<file path="src/rtl/stb_pkg.sv">
package stb_pkg;

  localparam logic [1:0] OP_TICK = 2'd0;
  localparam logic [1:0] OP_SET  = 2'd1;
  localparam logic [1:0] OP_GET  = 2'd2;

  localparam int unsigned CFG_W    = 9;
  localparam int unsigned ID_W     = 8;
  localparam int unsigned DATA_W   = 32;
  localparam int unsigned MILLIS_W = 10;
  localparam int unsigned PRE_W    = 8;

  localparam logic [CFG_W-1:0]    PERIOD_RESET = 9'd10;
  localparam logic [CFG_W-1:0]    PERIOD_MAX   = 9'd256;
  localparam logic [MILLIS_W-1:0] MILLIS_WRAP  = 10'd999;

  typedef enum logic [1:0] {
    S_IDLE,
    S_SWEEP,
    S_DONE
  } stb_state_e;

  typedef struct packed {
    logic accept;
    logic sweep_run;
    logic load;
  } stb_cmd_t;

  typedef struct packed {
    logic is_tick;
    logic sweep_done;
  } stb_status_t;

endpackage

</file>
<file path="src/rtl/stb_ram.sv">
module stb_ram #(
  parameter int unsigned WIDTH = 32,
  parameter int unsigned DEPTH = 8
) (
  input  logic                                    clk_i,
  input  logic                                    we_i,
  input  logic [(DEPTH > 1 ? $clog2(DEPTH) : 1)-1:0] waddr_i,
  input  logic [WIDTH-1:0]                        wdata_i,
  input  logic                                    re_i,
  input  logic [(DEPTH > 1 ? $clog2(DEPTH) : 1)-1:0] raddr_i,
  output logic [WIDTH-1:0]                        rdata_o
);

  logic [WIDTH-1:0] mem [DEPTH];
  logic [WIDTH-1:0] rdata_q;

  always_ff @(posedge clk_i) begin
    if (we_i) begin
      mem[waddr_i] <= wdata_i;
    end
    if (re_i) begin
      rdata_q <= mem[raddr_i];
    end
  end

  assign rdata_o = rdata_q;

endmodule

</file>
<file path="src/rtl/stb_ctrl.sv">
module stb_ctrl (
  input  logic                clk_i,
  input  logic                rst_ni,
  input  logic                in_valid_i,
  output logic                in_ready_o,
  output logic                out_valid_o,
  input  logic                out_ready_i,
  input  stb_pkg::stb_status_t status_i,
  output stb_pkg::stb_cmd_t    cmd_o
);

  import stb_pkg::*;

  stb_state_e state_q, state_d;
  logic       out_valid_q, out_valid_d;

  always_ff @(posedge clk_i or negedge rst_ni) begin
    if (!rst_ni) begin
      state_q     <= S_IDLE;
      out_valid_q <= 1'b0;
    end else begin
      state_q     <= state_d;
      out_valid_q <= out_valid_d;
    end
  end

  always_comb begin
    state_d       = state_q;
    cmd_o         = '0;
    in_ready_o    = 1'b0;
    out_valid_d   = out_valid_q;
    if (out_valid_q && out_ready_i) begin
      out_valid_d = 1'b0;
    end
    case (state_q)
      S_IDLE: begin
        in_ready_o = 1'b1;
        if (in_valid_i) begin
          cmd_o.accept = 1'b1;
          state_d      = status_i.is_tick ? S_SWEEP : S_DONE;
        end
      end
      S_SWEEP: begin
        cmd_o.sweep_run = 1'b1;
        if (status_i.sweep_done) begin
          state_d = S_DONE;
        end
      end
      S_DONE: begin
        // The result register is free once its current transaction completes.
        if (!out_valid_q || out_ready_i) begin
          cmd_o.load  = 1'b1;
          out_valid_d = 1'b1;
          state_d     = S_IDLE;
        end
      end
      default: begin
        state_d = S_IDLE;
      end
    endcase
  end

  assign out_valid_o = out_valid_q;

endmodule

</file>
<file path="src/rtl/stb_datapath.sv">
module stb_datapath #(
  parameter int unsigned NUM_TIMERS = 8
) (
  input  logic                          clk_i,
  input  logic                          rst_ni,
  input  logic                          cfg_we_i,
  input  logic [stb_pkg::CFG_W-1:0]     cfg_wdata_i,
  input  logic [1:0]                    opcode_i,
  input  logic [stb_pkg::ID_W-1:0]      timer_id_i,
  input  logic [stb_pkg::DATA_W-1:0]    write_value_i,
  input  stb_pkg::stb_cmd_t             cmd_i,
  output stb_pkg::stb_status_t          status_o,
  output logic                          ok_o,
  output logic [stb_pkg::DATA_W-1:0]    read_value_o,
  output logic                          action_due_o,
  output logic [stb_pkg::DATA_W-1:0]    seconds_count_o,
  output logic [stb_pkg::DATA_W-1:0]    tick_count_o
);

  import stb_pkg::*;

  localparam int unsigned ADDR_W = (NUM_TIMERS > 1) ? $clog2(NUM_TIMERS) : 1;
  localparam int unsigned CNT_W  = $clog2(NUM_TIMERS + 1);

  // Configuration and free-running counters.
  logic [CFG_W-1:0]    period_q;
  logic [PRE_W-1:0]    prescale_q, prescale_d;
  logic [MILLIS_W-1:0] millis_q, millis_d;
  logic [DATA_W-1:0]   seconds_q, seconds_d;
  logic [DATA_W-1:0]   ticks_q, ticks_d;
  logic                due_q, due_d;

  // Operation held while it is in progress.
  logic [1:0] op_q;
  logic       idv_q;
  logic       id_valid;

  // Timer store control.
  logic [NUM_TIMERS-1:0] valid_q;
  logic [CNT_W-1:0]      cnt_q;
  logic                  wb_valid_q;
  logic [ADDR_W-1:0]     wb_idx_q;
  logic                  rvalid_q;

  logic              ram_we;
  logic [ADDR_W-1:0] ram_waddr;
  logic [DATA_W-1:0] ram_wdata;
  logic              ram_re;
  logic [ADDR_W-1:0] ram_raddr;
  logic [DATA_W-1:0] ram_rdata;
  logic [DATA_W-1:0] entry_value;
  logic              sweep_issue;

  logic [CFG_W-1:0] period_eff;
  logic [CFG_W-1:0] period_m1_full;
  logic [PRE_W-1:0] period_m1;

  logic              ok_q;
  logic [DATA_W-1:0] read_value_q;
  logic              action_due_q;
  logic [DATA_W-1:0] seconds_out_q;
  logic [DATA_W-1:0] ticks_out_q;

  assign id_valid = timer_id_i < ID_W'(NUM_TIMERS);

  always_comb begin
    if (period_q == '0) begin
      period_eff = CFG_W'(1);
    end else if (period_q > PERIOD_MAX) begin
      period_eff = PERIOD_MAX;
    end else begin
      period_eff = period_q;
    end
    period_m1_full = period_eff - CFG_W'(1);
    period_m1      = period_m1_full[PRE_W-1:0];
  end

  always_comb begin
    prescale_d = prescale_q;
    millis_d   = millis_q;
    seconds_d  = seconds_q;
    ticks_d    = ticks_q;
    due_d      = due_q;
    if (cmd_i.accept) begin
      due_d = 1'b0;
      if (opcode_i == OP_TICK) begin
        ticks_d = ticks_q + DATA_W'(1);
        if (prescale_q < period_m1) begin
          prescale_d = prescale_q + PRE_W'(1);
        end else begin
          prescale_d = '0;
          due_d      = 1'b1;
        end
        if (millis_q >= MILLIS_WRAP) begin
          millis_d  = '0;
          seconds_d = seconds_q + DATA_W'(1);
        end else begin
          millis_d = millis_q + MILLIS_W'(1);
        end
      end
    end
  end

  always_ff @(posedge clk_i or negedge rst_ni) begin
    if (!rst_ni) begin
      period_q   <= PERIOD_RESET;
      prescale_q <= '0;
      millis_q   <= '0;
      seconds_q  <= '0;
      ticks_q    <= '0;
      due_q      <= 1'b0;
    end else begin
      if (cfg_we_i) begin
        period_q <= cfg_wdata_i;
      end
      prescale_q <= prescale_d;
      millis_q   <= millis_d;
      seconds_q  <= seconds_d;
      ticks_q    <= ticks_d;
      due_q      <= due_d;
    end
  end

  // The sweep reads one timer per cycle and writes the decremented count
  // back in the next cycle, while the next timer is being read.
  assign sweep_issue = cmd_i.sweep_run && (cnt_q < CNT_W'(NUM_TIMERS));
  assign entry_value = rvalid_q ? ram_rdata : '0;

  always_comb begin
    ram_re    = 1'b0;
    ram_raddr = cnt_q[ADDR_W-1:0];
    if (sweep_issue) begin
      ram_re = 1'b1;
    end else if (cmd_i.accept && opcode_i == OP_GET && id_valid) begin
      ram_re    = 1'b1;
      ram_raddr = timer_id_i[ADDR_W-1:0];
    end
  end

  always_comb begin
    ram_we    = 1'b0;
    ram_waddr = wb_idx_q;
    ram_wdata = entry_value - DATA_W'(1);
    if (wb_valid_q && entry_value != '0) begin
      ram_we = 1'b1;
    end else if (cmd_i.accept && opcode_i == OP_SET && id_valid) begin
      ram_we    = 1'b1;
      ram_waddr = timer_id_i[ADDR_W-1:0];
      ram_wdata = write_value_i;
    end
  end

  always_ff @(posedge clk_i or negedge rst_ni) begin
    if (!rst_ni) begin
      valid_q    <= '0;
      cnt_q      <= '0;
      wb_valid_q <= 1'b0;
      wb_idx_q   <= '0;
      rvalid_q   <= 1'b0;
      op_q       <= OP_TICK;
      idv_q      <= 1'b0;
    end else begin
      if (ram_we) begin
        valid_q[ram_waddr] <= 1'b1;
      end
      if (ram_re) begin
        rvalid_q <= valid_q[ram_raddr];
      end
      if (cmd_i.accept) begin
        cnt_q <= '0;
        op_q  <= opcode_i;
        idv_q <= id_valid;
      end else if (sweep_issue) begin
        cnt_q <= cnt_q + CNT_W'(1);
      end
      wb_valid_q <= sweep_issue;
      wb_idx_q   <= cnt_q[ADDR_W-1:0];
    end
  end

  stb_ram #(
    .WIDTH (DATA_W),
    .DEPTH (NUM_TIMERS)
  ) u_timers (
    .clk_i   (clk_i),
    .we_i    (ram_we),
    .waddr_i (ram_waddr),
    .wdata_i (ram_wdata),
    .re_i    (ram_re),
    .raddr_i (ram_raddr),
    .rdata_o (ram_rdata)
  );

  assign status_o.is_tick    = opcode_i == OP_TICK;
  assign status_o.sweep_done = (cnt_q == CNT_W'(NUM_TIMERS)) && !wb_valid_q;

  always_ff @(posedge clk_i) begin
    if (cmd_i.load) begin
      ok_q          <= (op_q == OP_TICK) || ((op_q == OP_SET || op_q == OP_GET) && idv_q);
      read_value_q  <= (op_q == OP_GET && idv_q) ? entry_value : '0;
      action_due_q  <= (op_q == OP_TICK) && due_q;
      seconds_out_q <= seconds_q;
      ticks_out_q   <= ticks_q;
    end
  end

  assign ok_o            = ok_q;
  assign read_value_o    = read_value_q;
  assign action_due_o    = action_due_q;
  assign seconds_count_o = seconds_out_q;
  assign tick_count_o    = ticks_out_q;

endmodule

</file>
<file path="src/rtl/soft_timer_bank.sv">
// Bank of millisecond down-counters. A tick sweeps the timers between acceptance and
// result, doing one RAM read and write-back per cycle; set and get skip the sweep.
// One item is in flight at a time: no new item is taken until the last result is
// loaded into the output register.
// Reset (rst_ni low, asynchronous) clears all counts, marks every timer zero through
// per-entry valid bits and returns the action period to 10; there is no clearing pass.
module soft_timer_bank #(
  parameter int unsigned NUM_TIMERS = 8
) (
  input  logic                               clk_i,
  input  logic                               rst_ni,
  input  logic                               cfg_we_i,
  input  logic [stb_pkg::CFG_W-1:0]          cfg_wdata_i,
  input  logic                               in_valid_i,
  output logic                               in_ready_o,
  input  logic [1:0]                         opcode_i,
  input  logic [stb_pkg::ID_W-1:0]           timer_id_i,
  input  logic [stb_pkg::DATA_W-1:0]         write_value_i,
  output logic                               out_valid_o,
  input  logic                               out_ready_i,
  output logic                               ok_o,
  output logic [stb_pkg::DATA_W-1:0]         read_value_o,
  output logic                               action_due_o,
  output logic [stb_pkg::DATA_W-1:0]         seconds_count_o,
  output logic [stb_pkg::DATA_W-1:0]         tick_count_o
);

  import stb_pkg::*;

  stb_cmd_t    cmd;
  stb_status_t status;

  stb_ctrl u_ctrl (
    .clk_i       (clk_i),
    .rst_ni      (rst_ni),
    .in_valid_i  (in_valid_i),
    .in_ready_o  (in_ready_o),
    .out_valid_o (out_valid_o),
    .out_ready_i (out_ready_i),
    .status_i    (status),
    .cmd_o       (cmd)
  );

  stb_datapath #(
    .NUM_TIMERS (NUM_TIMERS)
  ) u_datapath (
    .clk_i           (clk_i),
    .rst_ni          (rst_ni),
    .cfg_we_i        (cfg_we_i),
    .cfg_wdata_i     (cfg_wdata_i),
    .opcode_i        (opcode_i),
    .timer_id_i      (timer_id_i),
    .write_value_i   (write_value_i),
    .cmd_i           (cmd),
    .status_o        (status),
    .ok_o            (ok_o),
    .read_value_o    (read_value_o),
    .action_due_o    (action_due_o),
    .seconds_count_o (seconds_count_o),
    .tick_count_o    (tick_count_o)
  );

`ifndef ASSERT_OFF
  a_one_in_flight: assert property (@(posedge clk_i) disable iff (!rst_ni)
    in_valid_i && in_ready_o |=> !in_ready_o)
    else $error("second transaction accepted while one is in progress");

  a_fail_reads_zero: assert property (@(posedge clk_i) disable iff (!rst_ni)
    out_valid_o && !ok_o |-> read_value_o == '0)
    else $error("failed result carries a nonzero read value");

  a_due_implies_ok: assert property (@(posedge clk_i) disable iff (!rst_ni)
    out_valid_o && action_due_o |-> ok_o)
    else $error("action due flagged on a result that is not an accepted tick");
`endif

endmodule

</file>
<file path="config.mk">
export PLATFORM = sky130hd
export DESIGN_NAME = soft_timer_bank
export DESIGN_NICKNAME = d
export VERILOG_FILES = /design/src/rtl/stb_pkg.sv /design/src/rtl/stb_ram.sv /design/src/rtl/stb_ctrl.sv /design/src/rtl/stb_datapath.sv /design/src/rtl/soft_timer_bank.sv
export SDC_FILE = /design/constraint.sdc
export NUM_CORES = 1
export LEC_CHECK = 0
export BUFFER_PORTS_ARGS = -buffer_cell sky130_fd_sc_hd__buf_2
export CAP_MARGIN = 20
export CELL_PAD_IN_SITES_DETAIL_PLACEMENT = 2
export CELL_PAD_IN_SITES_GLOBAL_PLACEMENT = 2
export CORE_MARGIN = 2
export CORE_UTILIZATION = 48
export DETAILED_ROUTE_END_ITERATION = 6
export PLACE_DENSITY_LB_ADDON = 0.1
export SLEW_MARGIN = 10
export SYNTH_ARGS = -nofsm -noshare
export SYNTH_HDL_FRONTEND = slang
export SYNTH_HIERARCHICAL = 1
export SYNTH_SLANG_ARGS = --single-unit
</file>
<file path="constraint.sdc">
create_clock -name clk_i -period 15.5 [get_ports clk_i]
set_clock_uncertainty 0.2 [all_clocks]
set_input_delay 1.55 -clock clk_i [delete_from_list [all_inputs] [get_ports clk_i]]
set_output_delay 1.55 -clock clk_i [all_outputs]
set_load 0.01 [all_outputs]
</file>
==> flow_metrics.tcl, run 1 <==
set metrics [dict create \
    die_x_um 212 \
    post-route-period-util_pct 35.0 \
    ir_drop_v 0.000102 \
    critPathArrivalTime_ps 5500 \
    areaGrowthSynthToFinish_pct 15.5 \
    required_ps 15570 \
    yosys-top-cells-count "edfxtp_1 (386), dfrtp_1 (113), nand2_1 (89)" \
    clk_path_buf_depth 3 \
    io_pins 156 \
    rsz0062_at_grt "no" \
    dr.pass1.iters 5 \
    syn_inst 1280 \
    dieHeight_um 212 \
    cp_max_fo 53 \
    utilization_pct 56.0 \
    hpwl_mm 36.4 \
    initial_core_util_pct 48.5 \
    cts_resized 0 \
    antenna_found_initial 1 \
    slew_violations 0 \
    p_per_area_mw_per_mm2 169 \
    r2r_start "u_datapath/rvalid_q" \
    slowest_stage "or2_2" \
    viasPerCell 5.86 \
    cp-end-kind "flop" \
    core_area_mm2 0.0429 \
    whs_path_depth 1 \
    drv_cap 0 \
    portBuffers 155 \
    die_area_mm2 0.0450 \
    final_layout_size_suffix_gt1_share_pct 23.7 \
    critPathMostFrequentCell "nand2_1" \
    status "complete, no violations" \
    fillCellCount 3760 \
    drt_wl_total_mm 57.8 \
    hold_viol_final 0 \
    synth.top_cell.area_share_pct 55.8 \
    p_leak_uw 0.00878 \
    tightest_slew_ps 1020 \
    grtUsageTotal_pct 26.3 \
    period_minus_slack_ps 5430 \
    reg2reg_to "u_datapath/u_timers/mem[1][16]" \
    gp_congestion 0.750 \
    min-delay-start "u_datapath/ticks_q[31]" \
    path_buf_inv 2 \
    async_flop_share_pct 23.0 \
    grt_max_degree 77 \
    nets 1534 \
    drt_iter0_markers 889 \
    min_to "u_datapath/ticks_q[31]" \
    synth.distinct_cells 69 \
    reg2regPathDepth 12 \
    grt_overflow 0 \
    synthTopCellsByArea "edfxtp_1 (56%), dfrtp_1 (14%), mux4_1 (5.1%)" \
    cts_sinks 501 \
    grt_pass1_vias 13600 \
    holdCritPathClass "reg2reg" \
    reg2reg_setup_slack_ps 10070 \
    clock.fmax_ghz 0.184 \
    cts_tree "done" \
    h-tree-depth 2 \
    clkLatencyLatePin_ps 610 \
    placement_rows 76 \
    synth_edf_count 386 \
    wl_per_cell_um 27.6 \
    slew_headroom_pct 31.5 \
    ys_ff_latch 501 \
    finalSetupViolations 0 \
    cp_cell_sequence "buf_4 -> nand2_1 -> ha_1 -> or3b_2 -> nor4_4 -> a31oi_2 -> or2_2 -> nand2_1 -> nand2_1 -> nand2b_1 -> nor2_4 -> buf_4" \
    synth_area_mm2 0.0208 \
    synth.avg_cell_area_um2 16.2 \
    drc 0 \
    yosysMostFrequentCell "edfxtp_1" \
    clk_pin_slew_ps 60 \
    report.power.total_uw 4050 \
    fin_area_mm2 0.0240 \
    synth_ff_type "edfxtp_1" \
    clock-root-buffer "clkbuf_16" \
    synth_top_area_cell "edfxtp_1" \
    path_class "reg2reg" \
    syn-num-nets 1353 \
    numCtsBuffers 53 \
    yosysWarnings 6 \
    ys_seq_area_share_pct 69.6 \
    via_count 12300 \
    ant_nets 0 \
    critPathLaunchType "flop" \
    cts_hold_buf 0 \
    dpl_cell_area_mm2 0.0223 \
    slowest_delay_ps 900 \
    cts_setup_buffers 0 \
    critPathTopFamily "simple AND/OR/NAND/NOR gates" \
    grt_first_pass_wirelength_mm 86.9 \
    fin_setup_tns_ps 0 \
]
worst reg2reg max path, cell delays in order, from the launching register on:
cell	delay, ps
dfrtp_2	350
buf_4	520
nand2_1	240
ha_1	280
or3b_2	230
nor4_4	50
a31oi_2	730
or2_2	900
nand2_1	180
nand2_1	220
nand2b_1	180
nor2_4	610
buf_4	410
worst max-delay path by stage:
stage,start,end,slack (ps),depth (start not counted)
2_1_floorplan,out_ready_i,u_datapath/action_due_o,8460,2
3_3_place_gp,in_valid_i,u_datapath/u_timers/mem[3][26],9890,10
3_5_place_dp,in_valid_i,u_datapath/u_timers/mem[1][11],9690,11
4_1_cts,u_datapath/rvalid_q,u_datapath/u_timers/mem[1][16],10110,12
5_1_grt,u_datapath/rvalid_q,u_datapath/u_timers/mem[1][16],9820,12
6_report,u_datapath/rvalid_q,u_datapath/u_timers/mem[1][16],10070,12
flip-flops by register name (all words and copies together) (netlist names), 10 cells and up:
name                         flops
u_datapath/u_timers/rdata_o     32
u_datapath/seconds_count_o      32
u_datapath/ticks_q              32
u_datapath/tick_count_o         32
u_datapath/u_timers/mem        256
u_datapath/seconds_q            32
u_datapath/read_value_o         32
u_datapath/millis_q             10
power by group:
part	internal, µW	switching (µW)
clock network	691	533
logic	329	569
registers	1790	137
layer usage:
layer	track usage (%)	part of all wire (%)
met5	0	0
met3	3.69	4.7
met2	46.7	52
met4	9.37	3.0
met1	33.0	40
layout by cell type (no fill, tap or decap), types with 5 or more instances in the layout:
cell,Yosys,final
mux4_2,28,28
and4_1,8,8
clkinv_2,0,11
clkbuf_1,29,14
xnor2_1,73,73
edfxtp_1,386,386
buf_4,0,21
a31oi_1,16,16
nor2_1,66,58
and2_1,35,35
mux2i_1,5,5
inv_1,14,14
ha_1,17,17
or4_1,6,6
and3_1,19,19
o21ai_0,33,33
a21o_1,15,15
clkinv_1,0,10
mux2_2,48,47
a211oi_1,6,6
mux4_1,40,40
dfrtp_1,113,112
a21oi_1,17,16
nand4_1,26,26
nor4_1,11,11
nand2_1,89,89
nand2b_1,12,12
nand3_1,37,37
buf_2,11,154
clkbuf_16,0,53
xor2_1,15,15
nor2_4,0,7
nor3_1,24,22
nor2b_1,6,6
a311o_1,5,5
cell type report:
type	instances	area, µm²	area share [%]
flip-flops and latches	501	14500	60.3
multi-input cells	712	6070	25.3
clock buffers	69	1410	5.86
repair buffers	179	1020	4.26
well taps	585	732	3.05
clock inverters	30	248	1.03
inverters	14	52.6	0.219
diodes	1	2.50	0.0104
metrics by stage:
| step | setup slack [ps] | hold slack [ps] | instances |
|---|---|---|---|
| after floorplan | 8460 | 178 | 1280 |
| after global placement | 9890 | 256 | 1987 |
| after detailed placement | 9690 | 264 | 1990 |
| after CTS | 10110 | 276 | 2089 |
| after global routing | 9820 | 297 | 2090 |
| final | 10070 | 274 | 2091 |
cells by family after synthesis:
| family | count (synthesis) | synth area share, % |
|---|---|---|
| AO/OA/AOI/OAI | 119 | 3.82 |
| adder cells (fa/ha/maj) | 17 | 1.02 |
| flip-flops | 501 | 69.6 |
| buffers and inverters | 67 | 1.60 |
| XOR/XNOR | 88 | 3.71 |
| AND/OR/NAND/NOR | 367 | 9.29 |
| multiplexers | 121 | 10.9 |
Note: power is estimated with default switching activity, not from simulation.
==> inputs of run 2 (changes only) <==
ABC_AREA = 1   (was unset)
CORE_UTILIZATION = 35   (was 48)
clock period = 4.4 ns   (was 15.5 ns; I/O delays follow)
==> run 2 against run 1 <==
Against the previous run: synthesized cell count up 83%; sequential share of layout area is 6.3 points lower; sequential power rose to 3.5 times the previous value; hold slack worse by 240 ps; register-to-register slack got worse by 9300 ps; core utilization fell by 14 points.
==> flow_metrics.tcl, run 2 <==
set metrics [dict create \
    status "complete, no violations" \
    min-delay-start "cfg_we_i" \
    synth.avg_cell_area_um2 9.78 \
    grt_first_pass_wirelength_mm 108 \
    largest_register_ffs 256 \
    reg2regPathDepth 15 \
    initial_core_util_pct 35.4 \
    clk_pin_slew_ps 60 \
    cts_sinks 501 \
    critPathMostFrequentCell "nand2_1" \
    areaGrowthSynthToFinish_pct 17.3 \
    via_count 16700 \
    numCtsBuffers 56 \
    critPathLaunchType "flop" \
    fin_setup_tns_ps 0 \
    period_minus_slack_ps 3590 \
    synth_top_area_cell "edfxtp_1" \
    placement_rows 93 \
    cp_max_fo 37 \
    cts_setup_buffers 0 \
    die_area_mm2 0.0673 \
    rsz0062_at_grt "no" \
    cts_tree "done" \
    yosysMostFrequentCell "nand2_1" \
    async_flop_share_pct 23.0 \
    final_common_cell "nand2_1" \
    synth_area_mm2 0.0229 \
    slowest_stage "nor2_4" \
    synth_edf_count 386 \
    drc 0 \
    finalSetupViolations 0 \
    utilization_pct 41.6 \
    grt_overflow 0 \
    r2r_start "u_datapath/rvalid_q" \
    synth.top_cell.area_share_pct 50.7 \
    cts_hold_buf 19 \
    synth_ff_type "edfxtp_1" \
    clkLatencyLatePin_ps 630 \
    portBuffers 155 \
    slew_violations 0 \
    largest-register "u_datapath/u_timers/mem" \
    reg2reg_to "u_datapath/u_timers/mem[2][22]" \
    clk_path_buf_depth 3 \
    core_area_mm2 0.0645 \
    reg2reg_setup_slack_ps 810 \
    ant_nets 0 \
    n_antenna_cell 0 \
    tightest_slew_ps 964 \
    post-route-period-util_pct 81.6 \
    grt_max_degree 132 \
    holdCritPathClass "in2reg" \
    post_layout_nonfiller_instances 3435 \
    cp-end-kind "flop" \
    synth.distinct_cells 40 \
    wl_per_cell_um 20.3 \
    yosys-top-cells-count "nand2_1 (698), edfxtp_1 (386), inv_1 (384)" \
    critPathArrivalTime_ps 3720 \
    nets 2605 \
    path_class "reg2reg" \
    syn_inst 2336 \
    clock.fmax_ghz 0.278 \
    yosysWarnings 6 \
    io_pins 156 \
    slowest_delay_ps 570 \
    synthTopCellsByArea "edfxtp_1 (51%), dfrtp_1 (12%), nand2_1 (11%)" \
    drv_cap 0 \
    syn-num-nets 2409 \
    grtUsageTotal_pct 21.0 \
    mostFrequentLayoutCells "nand2_1 (695), edfxtp_1 (386), inv_1 (384), nand3_1 (193), nor2_1 (155)" \
    cp.depth 15 \
    cts_resized 0 \
    grt_pass1_vias 18500 \
    critPathTopFamily "simple AND/OR/NAND/NOR gates" \
    placedCellCount 3310 \
    dieHeight_um 260 \
    antenna_found_initial 1 \
    h-tree-depth 2 \
    viasPerCell 4.85 \
    hpwl_mm 45.7 \
    path_buf_inv 4 \
    hold_viol_final 0 \
    gp_congestion 0.786 \
    endpoint "u_datapath/u_timers/mem[2][22]" \
    final_layout_size_suffix_gt1_share_pct 12.5 \
    ys_seq_area_share_pct 63.3 \
    required_ps 4520 \
    die_x_um 260 \
    cp_cell_sequence "buf_12 -> nand2_1 -> nand2_1 -> nor2_1 -> nand3_1 -> nor2_1 -> nand2_2 -> nand2_4 -> nand2_1 -> nand2_1 -> inv_1 -> inv_1 -> nand2_1 -> nor2_4 -> buf_12" \
    critPathLaunch "u_datapath/rvalid_q" \
    drt_iter0_markers 776 \
    slew_headroom_pct 35.0 \
    p_per_area_mw_per_mm2 601 \
    drt_wl_total_mm 69.7 \
    clock-root-buffer "clkbuf_16" \
    ir_drop_v 0.000356 \
    p_leak_uw 0.0121 \
    ys_ff_latch 501 \
    dr.pass1.iters 5 \
]
[run 2: worst min-delay path: cells and delay by family]
family	cells	cell delay, ps
AO/OA/AOI/OAI	1	70
buffers and inverters	1	190
AND/OR/NAND/NOR	1	100
[run 2: how the worst min path moves through the flow]
| stage | end | slack (ps) | depth (start not counted) |
|---|---|---|---|
| 2_1_floorplan | u_ctrl/out_valid_o | -60 | 0 |
| 3_3_place_gp | u_datapath/seconds_count_o[31] | 230 | 0 |
| 3_5_place_dp | u_datapath/seconds_count_o[31] | 250 | 0 |
| 4_1_cts | u_datapath/period_q[0] | 0.6 | 3 |
| 5_1_grt | u_datapath/period_q[7] | 60 | 2 |
| 6_report | u_datapath/period_q[0] | 30 | 3 |
[run 2: logic make-up (layout without fill, tap and decap cells)]
family / Yosys count / after routing / synth area share (%)
simple gates: 1159 / 1159 / 21.4
fa+ha+maj: 17 / 17 / 0.931
mux: 1 / 1 / 0.0493
buf+inv: 461 / 705 / 8.32
xor+xnor: 96 / 96 / 3.68
flops: 501 / 501 / 63.3
compound gates: 101 / 101 / 2.32
[run 2: stage by stage]
stage          power, µW  setup WS (ps)  hold WS (ps)  cell area, µm²
2_1_floorplan       9660            640         -55.6           22900
3_3_place_gp       11200            800           233           24700
3_5_place_dp       11400            750           246           24700
4_1_cts            16400            714         0.643           26800
5_1_grt            17100            487          55.1           26800
6_report           16100            808          34.7           26800
[run 2: layout make-up]
class,count,area [µm²]
sequential,501,14500
tap,855,1070
clock buffer,71,1500
clock inverter,35,369
fill,6998,37700
multi-input combinational,1374,6560
timing repair buffer,208,1360
inverter,391,1470
[run 2: report_power, final]
group	internal, µW	switching, µW
Combinational	1220	3370
Sequential	6420	286
Clock	2830	1990
Total	10500	5650
[run 2: per-layer routing]
metal,GRT usage (%),part of all wire (%),wire length (µm)
met1,27.0,44,31000
met3,2.65,3.0,2090
met4,5.75,2.4,1650
met2,37.1,50,35000
met5,0,0,0
